[src/hw/rtl/ndro_pkg.sv]
`default_nettype none

package ndro_pkg;

    // Ring geometry and buffer size.
    localparam int TX_SLOTS     = 8;
    localparam int RX_SLOTS     = 32;
    localparam int BUFFER_BYTES = 2048;

    localparam int TX_IW      = (TX_SLOTS > 1) ? $clog2(TX_SLOTS) : 1;
    localparam int RX_IW      = (RX_SLOTS > 1) ? $clog2(RX_SLOTS) : 1;
    localparam int STORE_LW   = $clog2(BUFFER_BYTES + 1);

    // Fixed field widths of the request and result items.
    localparam int ACTION_W = 2;
    localparam int FLEN_W   = 16;
    localparam int STATUS_W = 3;
    localparam int LEN_W    = 12;
    localparam int SLOT_W   = 5;

    typedef enum logic [ACTION_W-1:0] {
        ACT_HOST_SEND = 2'd0,
        ACT_HOST_RECV = 2'd1,
        ACT_DEV_TXDONE = 2'd2,
        ACT_DEV_ARRIVE = 2'd3
    } t_action;

    typedef enum logic [STATUS_W-1:0] {
        ST_OK       = 3'd0,
        ST_RING     = 3'd1,
        ST_NOT_UP   = 3'd2,
        ST_TOO_LONG = 3'd3,
        ST_DROPPED  = 3'd4
    } t_status;

    typedef enum logic {
        CTL_IDLE = 1'b0,
        CTL_EXEC = 1'b1
    } t_ctl_state;

    // Commands from the controller to the datapath.
    typedef struct packed {
        logic capture;   // latch the incoming request
        logic execute;   // apply the latched request and load the result
    } t_ctl_cmd;

endpackage

`default_nettype wire

[src/hw/rtl/ndro_ctrl.sv]
`default_nettype none

module ndro_ctrl
    import ndro_pkg::*;
(
    input  wire logic     i_clk,
    input  wire logic     i_rst_n,
    input  wire logic     i_in_valid,
    output logic          o_in_stall,
    output logic          o_out_valid,
    input  wire logic     i_out_stall,
    output t_ctl_cmd      o_cmd
);

    t_ctl_state r_state;
    t_ctl_state n_state;
    logic       r_out_valid;
    logic       n_out_valid;
    logic       w_out_free;

    // The result register can take a new result when it is empty or being drained.
    assign w_out_free = !r_out_valid || !i_out_stall;

    always_comb begin
        n_state = r_state;
        case (r_state)
            CTL_IDLE: begin
                if (i_in_valid) begin
                    n_state = CTL_EXEC;
                end
            end
            CTL_EXEC: begin
                if (w_out_free) begin
                    n_state = CTL_IDLE;
                end
            end
            default: n_state = CTL_IDLE;
        endcase
    end

    always_comb begin
        o_in_stall    = 1'b1;
        o_cmd.capture = 1'b0;
        o_cmd.execute = 1'b0;
        case (r_state)
            CTL_IDLE: begin
                o_in_stall    = 1'b0;
                o_cmd.capture = i_in_valid;
            end
            CTL_EXEC: begin
                o_cmd.execute = w_out_free;
            end
            default: begin
                o_in_stall = 1'b1;
            end
        endcase
    end

    always_comb begin
        n_out_valid = r_out_valid && i_out_stall;
        if (o_cmd.execute) begin
            n_out_valid = 1'b1;
        end
    end

    always_ff @(posedge i_clk) begin
        if (!i_rst_n) begin
            r_state     <= CTL_IDLE;
            r_out_valid <= 1'b0;
        end else begin
            r_state     <= n_state;
            r_out_valid <= n_out_valid;
        end
    end

    assign o_out_valid = r_out_valid;

    // A result is produced only out of the execute state.
    a_exec_in_state: assert property (@(posedge i_clk) disable iff (!i_rst_n)
        o_cmd.execute |-> (r_state == CTL_EXEC))
        else $error("execute issued outside the execute state");

    // Every executed request shows up as a valid result in the next cycle.
    a_exec_gives_result: assert property (@(posedge i_clk) disable iff (!i_rst_n)
        o_cmd.execute |=> r_out_valid)
        else $error("executed request did not produce a result");

    // A request is never captured while a previous one is still pending.
    a_no_overlap: assert property (@(posedge i_clk) disable iff (!i_rst_n)
        o_cmd.capture |=> (r_state == CTL_EXEC) && !o_cmd.capture)
        else $error("request captured while another is pending");

    // A waiting result is never overwritten while the consumer stalls.
    a_no_overwrite: assert property (@(posedge i_clk) disable iff (!i_rst_n)
        (r_out_valid && i_out_stall) |-> !o_cmd.execute)
        else $error("stalled result overwritten");

endmodule

`default_nettype wire

[src/hw/rtl/ndro_datapath.sv]
`default_nettype none

module ndro_datapath
    import ndro_pkg::*;
(
    input  wire logic                i_clk,
    input  wire logic                i_rst_n,
    input  wire logic                i_cfg_we,
    input  wire logic                i_cfg_data,
    input  wire t_ctl_cmd            i_cmd,
    input  wire logic [ACTION_W-1:0] i_action,
    input  wire logic [FLEN_W-1:0]   i_frame_length,
    input  wire logic [FLEN_W-1:0]   i_caller_max,
    output logic [STATUS_W-1:0]      o_status,
    output logic [LEN_W-1:0]         o_result_length,
    output logic [SLOT_W-1:0]        o_slot_index,
    output logic [SLOT_W-1:0]        o_tail_write,
    output logic                     o_tail_valid
);

    // Configuration and ring control state.
    logic                  r_driver_up;
    logic [TX_SLOTS-1:0]   r_tx_done;
    logic [RX_SLOTS-1:0]   r_rx_done;
    logic [TX_IW-1:0]      r_tx_host;
    logic [RX_IW-1:0]      r_rx_host;
    logic [TX_IW-1:0]      r_tx_head;
    logic [RX_IW-1:0]      r_rx_head;
    logic [RX_IW-1:0]      r_rx_tail;

    // Length stores; entries are written before any legal read.
    logic [STORE_LW-1:0]   r_tx_len [TX_SLOTS];
    logic [STORE_LW-1:0]   r_rx_len [RX_SLOTS];

    // Latched request.
    t_action               r_act;
    logic [FLEN_W-1:0]     r_flen;
    logic [FLEN_W-1:0]     r_cmax;

    // Store read data taken with the request. The pointers and the stores only
    // change on execute, so the values stay current until the request runs.
    logic [STORE_LW-1:0]   r_tx_rd_len;
    logic [STORE_LW-1:0]   r_rx_rd_len;

    // Result register.
    logic [STATUS_W-1:0]   r_res_status;
    logic [LEN_W-1:0]      r_len;
    logic [SLOT_W-1:0]     r_slot;
    logic [SLOT_W-1:0]     r_tail;
    logic                  r_tail_ok;

    // Decision for the latched request.
    t_status               n_status;
    logic [LEN_W-1:0]      n_len;
    logic [SLOT_W-1:0]     n_slot;
    logic [SLOT_W-1:0]     n_tail;
    logic                  n_tail_ok;
    logic                  w_send_ok;
    logic                  w_recv_ok;
    logic                  w_txdone_ok;
    logic                  w_arrive_ok;

    logic [TX_IW-1:0]      w_tx_host_inc;
    logic [RX_IW-1:0]      w_rx_host_inc;
    logic [TX_IW-1:0]      w_tx_head_inc;
    logic [RX_IW-1:0]      w_rx_head_inc;
    logic                  w_too_long;
    logic [STORE_LW-1:0]   w_sat_len;
    logic [FLEN_W-1:0]     w_rx_clip;

    assign w_tx_host_inc = (r_tx_host == TX_IW'(TX_SLOTS - 1)) ? '0 : r_tx_host + 1'b1;
    assign w_rx_host_inc = (r_rx_host == RX_IW'(RX_SLOTS - 1)) ? '0 : r_rx_host + 1'b1;
    assign w_tx_head_inc = (r_tx_head == TX_IW'(TX_SLOTS - 1)) ? '0 : r_tx_head + 1'b1;
    assign w_rx_head_inc = (r_rx_head == RX_IW'(RX_SLOTS - 1)) ? '0 : r_rx_head + 1'b1;

    assign w_too_long  = r_flen > FLEN_W'(BUFFER_BYTES);
    assign w_sat_len   = w_too_long ? STORE_LW'(BUFFER_BYTES) : STORE_LW'(r_flen);
    assign w_rx_clip   = (FLEN_W'(r_rx_rd_len) > r_cmax) ? r_cmax : FLEN_W'(r_rx_rd_len);

    always_comb begin
        n_status    = ST_OK;
        n_len       = '0;
        n_slot      = '0;
        n_tail      = '0;
        n_tail_ok   = 1'b0;
        w_send_ok   = 1'b0;
        w_recv_ok   = 1'b0;
        w_txdone_ok = 1'b0;
        w_arrive_ok = 1'b0;
        case (r_act)
            ACT_HOST_SEND: begin
                n_slot = SLOT_W'(r_tx_host);
                if (!r_driver_up) begin
                    n_status = ST_NOT_UP;
                end else if (w_too_long) begin
                    n_status = ST_TOO_LONG;
                end else if (!r_tx_done[r_tx_host]) begin
                    n_status = ST_RING;
                end else begin
                    w_send_ok = 1'b1;
                    n_len     = LEN_W'(r_flen);
                    n_tail    = SLOT_W'(w_tx_host_inc);
                    n_tail_ok = 1'b1;
                end
            end
            ACT_HOST_RECV: begin
                n_slot = SLOT_W'(r_rx_host);
                if (!r_driver_up) begin
                    n_status = ST_NOT_UP;
                end else if (!r_rx_done[r_rx_host]) begin
                    n_status = ST_RING;
                end else begin
                    w_recv_ok = 1'b1;
                    n_len     = LEN_W'(w_rx_clip);
                    n_tail    = SLOT_W'(r_rx_host);
                    n_tail_ok = 1'b1;
                end
            end
            ACT_DEV_TXDONE: begin
                n_slot = SLOT_W'(r_tx_head);
                if (r_tx_done[r_tx_head]) begin
                    n_status = ST_RING;
                end else begin
                    w_txdone_ok = 1'b1;
                    n_len       = LEN_W'(r_tx_rd_len);
                end
            end
            ACT_DEV_ARRIVE: begin
                n_slot = SLOT_W'(r_rx_head);
                if (r_rx_head == r_rx_tail) begin
                    n_status = ST_DROPPED;
                end else begin
                    w_arrive_ok = 1'b1;
                    n_len       = LEN_W'(w_sat_len);
                end
            end
            default: n_status = ST_RING;
        endcase
    end

    // Control state with reset.
    always_ff @(posedge i_clk) begin
        if (!i_rst_n) begin
            r_driver_up <= 1'b0;
            r_tx_done   <= '1;
            r_rx_done   <= '0;
            r_tx_host   <= '0;
            r_rx_host   <= '0;
            r_tx_head   <= '0;
            r_rx_head   <= '0;
            r_rx_tail   <= RX_IW'(RX_SLOTS - 1);
        end else begin
            if (i_cfg_we) begin
                r_driver_up <= i_cfg_data;
            end
            if (i_cmd.execute) begin
                if (w_send_ok) begin
                    r_tx_done[r_tx_host] <= 1'b0;
                    r_tx_host            <= w_tx_host_inc;
                end
                if (w_recv_ok) begin
                    r_rx_done[r_rx_host] <= 1'b0;
                    r_rx_tail            <= r_rx_host;
                    r_rx_host            <= w_rx_host_inc;
                end
                if (w_txdone_ok) begin
                    r_tx_done[r_tx_head] <= 1'b1;
                    r_tx_head            <= w_tx_head_inc;
                end
                if (w_arrive_ok) begin
                    r_rx_done[r_rx_head] <= 1'b1;
                    r_rx_head            <= w_rx_head_inc;
                end
            end
        end
    end

    // Payload registers and length stores.
    always_ff @(posedge i_clk) begin
        if (i_cmd.capture) begin
            r_act       <= t_action'(i_action);
            r_flen      <= i_frame_length;
            r_cmax      <= i_caller_max;
            r_tx_rd_len <= r_tx_len[r_tx_head];
            r_rx_rd_len <= r_rx_len[r_rx_host];
        end
        if (i_cmd.execute) begin
            r_res_status <= n_status;
            r_len        <= n_len;
            r_slot       <= n_slot;
            r_tail       <= n_tail;
            r_tail_ok    <= n_tail_ok;
            if (w_send_ok) begin
                r_tx_len[r_tx_host] <= STORE_LW'(r_flen);
            end
            if (w_arrive_ok) begin
                r_rx_len[r_rx_head] <= w_sat_len;
            end
        end
    end

    assign o_status        = r_res_status;
    assign o_result_length = r_len;
    assign o_slot_index    = r_slot;
    assign o_tail_write    = r_tail;
    assign o_tail_valid    = r_tail_ok;

    // Only one ring update kind can fire per executed request.
    a_one_update: assert property (@(posedge i_clk) disable iff (!i_rst_n)
        i_cmd.execute |-> $onehot0({w_send_ok, w_recv_ok, w_txdone_ok, w_arrive_ok}))
        else $error("more than one ring update for one request");

    // A tail write is only reported together with success status.
    a_tail_ok: assert property (@(posedge i_clk) disable iff (!i_rst_n)
        i_cmd.execute |=> (!r_tail_ok || (r_res_status == ST_OK)))
        else $error("tail write reported on a failed request");

    // A failed request always reports zero length.
    a_fail_len: assert property (@(posedge i_clk) disable iff (!i_rst_n)
        i_cmd.execute |=> ((r_res_status == ST_OK) || (r_len == '0)))
        else $error("nonzero length on a failed request");

endmodule

`default_nettype wire

[src/hw/rtl/nic_descriptor_ring_ownership_top.sv]
`default_nettype none
// A request is latched in the capture step; its result is registered in the execute step.
// A new request is taken only once the previous one has executed, and execute waits on a stalled output.
// A finished result waits in the output register while the next request is already taken.
// Reset is synchronous and active low; it marks all transmit slots done, all receive slots empty,
// clears every ring pointer, sets the receive tail to the last slot and takes the driver down.

module nic_descriptor_ring_ownership_top
    import ndro_pkg::*;
(
    input  wire logic                i_clk,
    input  wire logic                i_rst_n,
    // Configuration: the driver-up register.
    input  wire logic                i_cfg_we,
    input  wire logic                i_cfg_data,
    // Request channel.
    input  wire logic                i_in_valid,
    output logic                     o_in_stall,
    input  wire logic [ACTION_W-1:0] i_action,
    input  wire logic [FLEN_W-1:0]   i_frame_length,
    input  wire logic [FLEN_W-1:0]   i_caller_max,
    // Result channel.
    output logic                     o_out_valid,
    input  wire logic                i_out_stall,
    output logic [STATUS_W-1:0]      o_status,
    output logic [LEN_W-1:0]         o_result_length,
    output logic [SLOT_W-1:0]        o_slot_index,
    output logic [SLOT_W-1:0]        o_tail_write,
    output logic                     o_tail_valid
);

    // The controller sequences each request through a capture step and an execute step.
    // Execute waits only while the previous result is still held by a stalled consumer.
    t_ctl_cmd w_cmd;

    ndro_ctrl u_ctrl (
        .i_clk       (i_clk),
        .i_rst_n     (i_rst_n),
        .i_in_valid  (i_in_valid),
        .o_in_stall  (o_in_stall),
        .o_out_valid (o_out_valid),
        .i_out_stall (i_out_stall),
        .o_cmd       (w_cmd)
    );

    // The datapath holds the done bits, the length stores, the four ring pointers and the receive tail.
    // It evaluates the host send, host receive, transmit completion and arrival checks
    // combinationally and loads the result register on execute.
    ndro_datapath u_datapath (
        .i_clk           (i_clk),
        .i_rst_n         (i_rst_n),
        .i_cfg_we        (i_cfg_we),
        .i_cfg_data      (i_cfg_data),
        .i_cmd           (w_cmd),
        .i_action        (i_action),
        .i_frame_length  (i_frame_length),
        .i_caller_max    (i_caller_max),
        .o_status        (o_status),
        .o_result_length (o_result_length),
        .o_slot_index    (o_slot_index),
        .o_tail_write    (o_tail_write),
        .o_tail_valid    (o_tail_valid)
    );

endmodule

`default_nettype wire
[config.mk]
export PLATFORM = sky130hd
export DESIGN_NAME = nic_descriptor_ring_ownership_top
export DESIGN_NICKNAME = d
export VERILOG_FILES = /design/src/hw/rtl/ndro_pkg.sv /design/src/hw/rtl/ndro_ctrl.sv /design/src/hw/rtl/ndro_datapath.sv /design/src/hw/rtl/nic_descriptor_ring_ownership_top.sv
export SDC_FILE = /design/constraint.sdc
export NUM_CORES = 1
export LEC_CHECK = 0
export ABC_CLOCK_PERIOD_IN_PS = 7900
export BUFFER_PORTS_ARGS = -buffer_cell sky130_fd_sc_hd__buf_2
export CORE_MARGIN = 10
export CORE_UTILIZATION = 50
export CTS_BUF_LIST = sky130_fd_sc_hd__clkbuf_2 sky130_fd_sc_hd__clkbuf_4 sky130_fd_sc_hd__clkbuf_8
export DETAILED_ROUTE_END_ITERATION = 10
export PLACE_DENSITY = 0.75
export SLEW_MARGIN = 20
export SYNTH_ARGS = -nofsm -noshare
export SYNTH_HDL_FRONTEND = slang
export SYNTH_SLANG_ARGS = --single-unit
[constraint.sdc]
create_clock -name i_clk -period 7.9 [get_ports i_clk]
set_clock_uncertainty 0.1 [all_clocks]
set_input_delay 0 -clock i_clk [delete_from_list [all_inputs] [get_ports i_clk]]
set_output_delay 0 -clock i_clk [all_outputs]
set_load 0.02 [all_outputs]
==> results.md <==
- Total Die Area: 59900 um2
- Chip Width: around 240 um
- Hold_sp: i_rst_n
- Setup bufs post-CTS: 0
- Sequential fraction of the synthesis area: slightly above 70%
- Synth top area share: 67.1%
- Layout area overhead: 14.5%
- CTS H-Tree Depth: 3
- Routed length per instance: around 25 um
- Setup-failing EPs final: 0
- Crit end category: flip-flop
- Final setup TNS: 0 ns
- Clock group share of total power: around two fifths
- Die Y: roughly 240 um
- Vias: about 14k
- Post-route DRC violation count: 0
- Worst-skew pair later-pin latency: 0.69 ns
- Post-synth EDFFs: roughly 560
- Initial Util: between 50% and 60%
- Largest net degree at the start of global routing: 73
- Type of the worst setup path: flip-flop to flip-flop
- Vias in the first global route: ~14k
- Critical Path Slowest Stage Cell: dfxtp_4
- Drt total wl: roughly 58000 um
- # clock sinks: roughly 630
- Routability congestion estimate: roughly 0.91
- Cell Area, Synth: approximately 25000 um2
- DP Cell Count: roughly 2.1k
- Max-Cap Viols: 0
- Yosys top cell by area: edfxtp_1
- Final HPWL DP: around 34000 um
- Final worst-path setup slack: approximately 3.6 ns
- Post-DRT Antenna Nets: 0
- Critical path's top delay family: compound AO/OA/AOI/OAI gates
- Core ar.: 50100 um2
- Pleak: between 8 and 9 nW
- Logic pwr share: ~2.2%
- Clock transition at path regs: roughly 0.070 ns
- Final Max Slew Viols: 0
- Mapped Nets: approximately 1.5k
- Final Non-Filler Cells: 2313
- Crit path max fanout: approximately 60
- Num CTS Buffers: 96
- Row cnt: 82
- Total global-route track usage: between 10% and 20%
- Clk buf depth: 3
- Syn_area_per_cell: between 15 and 20 um2
- Psw: ~1.3 mW
- Share of cells above drive strength 1: around a quarter
- HP Class: input pin to flip-flop
- Nets: 1639
- Most frequent cells after synthesis: edfxtp_1, mux4_2, o21ai_0
- Synth top area cells: edfxtp_1, mux4_2, dfxtp_1, o21ai_0, ha_1
- Status: complete, no violations
- Yosys warns: 0
- Sequential share of power: between 50% and 60%
- Fin util: between 50% and 60%
- Achievable Freq: 234 MHz
- Cell variety after synth: 57
- Worst setup SP type: flip-flop
- PortBufs: between 60 and 70
- P_int: between 5 and 6 mW
- Vias/cell: 6.02
- Initial antenna violation count: 2
- Pwr per Cell Area: 222 nW/um2
- First-pass GRT wire length: 87600 um
- Worst Path Buf+Inv: 1
- TritonCTS clock tree: built
- DR iter-0 viols: 1638
- Count leader, synth: edfxtp_1
- Worst slew pin tran: about 1.1 ns
- Layout fillers: around 3.6k
- Final Hold Fails: 0
- Worst VDD drop: 0.000134 V
- Worst slack, placed: 3.72 ns
- Final Cycle Share: 54.2%
- Synth Register Bits: 628
- Syn Inst Count: 1393
- Min Tclk post-route: about 4.3 ns
- Worst rel slew slack: roughly 28%
- Critical Path Source: u_datapath.r_rx_host[1]$_SDFFE_PN0P_
- Worst EP required: about 8.2 ns
- Async S/R FF share, synth: 0%
- CP arrival: between 4 and 5 ns
- Ports: 68
- Synth Flop Type: edfxtp_1
- Critical Path, Cell by Cell: buf_4 > mux2i_1 > nor4_1 > a2111oi_0 > a21oi_1 > o21ai_2 > o21ai_0
- RSZ-0062 raised after global routing: no
- Worst reg2reg startpoint: u_datapath.r_rx_host[1]$_SDFFE_PN0P_
- Drt pass-1 iters: 5
- Clk root buf: clkbuf_8
- CP max stage delay: around 0.9 ns
- Sw frac: roughly 21%
- Total gr overflow: 0
==> power groups by stage <==
stage / Sequential (mW) / Clock, mW / Combinational [mW]
floorplan: 3.72 / 0 / 0.0550
global route: 3.65 / 2.81 / 0.154
CTS: 3.65 / 2.66 / 0.141
detailed placement: 3.72 / 0 / 0.110
global placement: 3.72 / 0 / 0.105
finish: 3.65 / 2.62 / 0.144
==> flip-flops by register name (all words and copies together), names as in the netlist, 8 cells and up <==
| name | flops |
|---|---|
| u_datapath.r_tx_len | 96 |
| u_datapath.o_result_length | 12 |
| u_datapath.r_rx_rd_len | 12 |
| u_datapath.r_tx_rd_len | 12 |
| u_datapath.r_rx_len | 384 |
| u_datapath.r_cmax | 16 |
| u_datapath.r_rx_done | 32 |
| u_datapath.r_flen | 16 |
| u_datapath.r_tx_done | 8 |
==> worst reg2reg max path: stages, from the launching register on <==
cell and delay [ns]:
dfxtp_4 0.90, buf_4 0.83, mux2i_1 0.31, nor4_1 0.06
a2111oi_0 0.40, a21oi_1 0.22, o21ai_2 0.85, o21ai_0 0.31
==> cell families (layout without fill, tap and decap cells) <==
kind of cell	Yosys count	in the layout	share of synthesized area (%)
other	0	1	0
AOI/OAI and AO/OA	187	187	4.69
DFF	628	628	72.2
buffers and inverters	114	361	1.98
and+or+nand+nor	248	248	5.34
xor gates and xnor gates	5	5	0.174
muxes	185	185	14.3
adders and majority gates	26	26	1.29
==> path summary, 6_finish.rpt <==
check | endpoint | slack, ns | depth (start not counted)
setup / recovery | u_datapath.o_result_length[10]$_DFFE_PP_ | 3.62 | 7
hold / removal | u_datapath.r_tx_done[6]$_SDFFE_PN1P_ | 0.38 | 4
setup reg to reg | u_datapath.o_result_length[10]$_DFFE_PP_ | 3.62 | 7
hold reg to reg | u_datapath.r_tx_done[4]$_SDFFE_PN1P_ | 0.39 | 2
==> repair_timing <==
item / 4_1_cts / 5_1_grt
endpoints found under the hold margin: 98 / 0
gates resized for setup: 0 / 0
hold buffers: 79 / 0
==> stage by stage <==
stage	power [mW]	instance area [um2]	hold slack, ns
after floorplan	3.77	25200	-0.00113
after global placement	3.83	26200	0.0762
after detailed placement	3.83	26200	0.0781
after CTS	6.46	28900	0.313
after global routing	6.62	28900	0.406
final	6.42	28900	0.384
==> cells in the final DEF (no fill, tap or decap), types with 8 or more instances in the layout <==
cell	synthesis	layout
a31oi_1	13	13
edfxtp_1	564	564
clkbuf_8	0	106
inv_1	28	28
clkbuf_4	0	33
mux2i_1	27	27
buf_2	30	67
o21a_1	8	8
nor3_1	14	14
o21ai_0	75	75
mux4_2	139	139
and3_1	43	43
a21oi_1	26	26
nor2_1	28	28
clkinv_2	0	9
buf_4	5	22
mux2_2	18	18
and2_2	0	10
a22oi_1	31	31
nand3_1	26	26
nor2b_1	17	15
dlygate4sd3_1	0	79
nand2_1	58	58
clkinv_1	0	11
nand2b_1	8	8
ha_1	26	26
dfxtp_1	64	61
==> routing by layer <==
| metal | share of wire, % | vias up | global-route usage, % |
|---|---|---|---|
| li1 | - | 5981 | - |
| met3 | 9.0 | 118 | 4.64 |
| met4 | 2.5 | 0 | 6.39 |
| met2 | 49 | 684 | 31.8 |
| met1 | 39 | 7138 | 25.0 |
| met5 | 0 | - | 0 |
==> final cells by class <==
class                   instances  area [um2]  area share (%)
diodes                          1        2.50         0.00866
flip-flops and latches        628       18200            63.1
well taps                     672         841            2.91
multi-input cells             651        6550            22.7
inverters                      28         105           0.364
repair buffers                168        1290            4.47
clock buffers                 139        1710            5.91
clock inverters                26         161           0.559
Power figures use the tool's default switching activity.
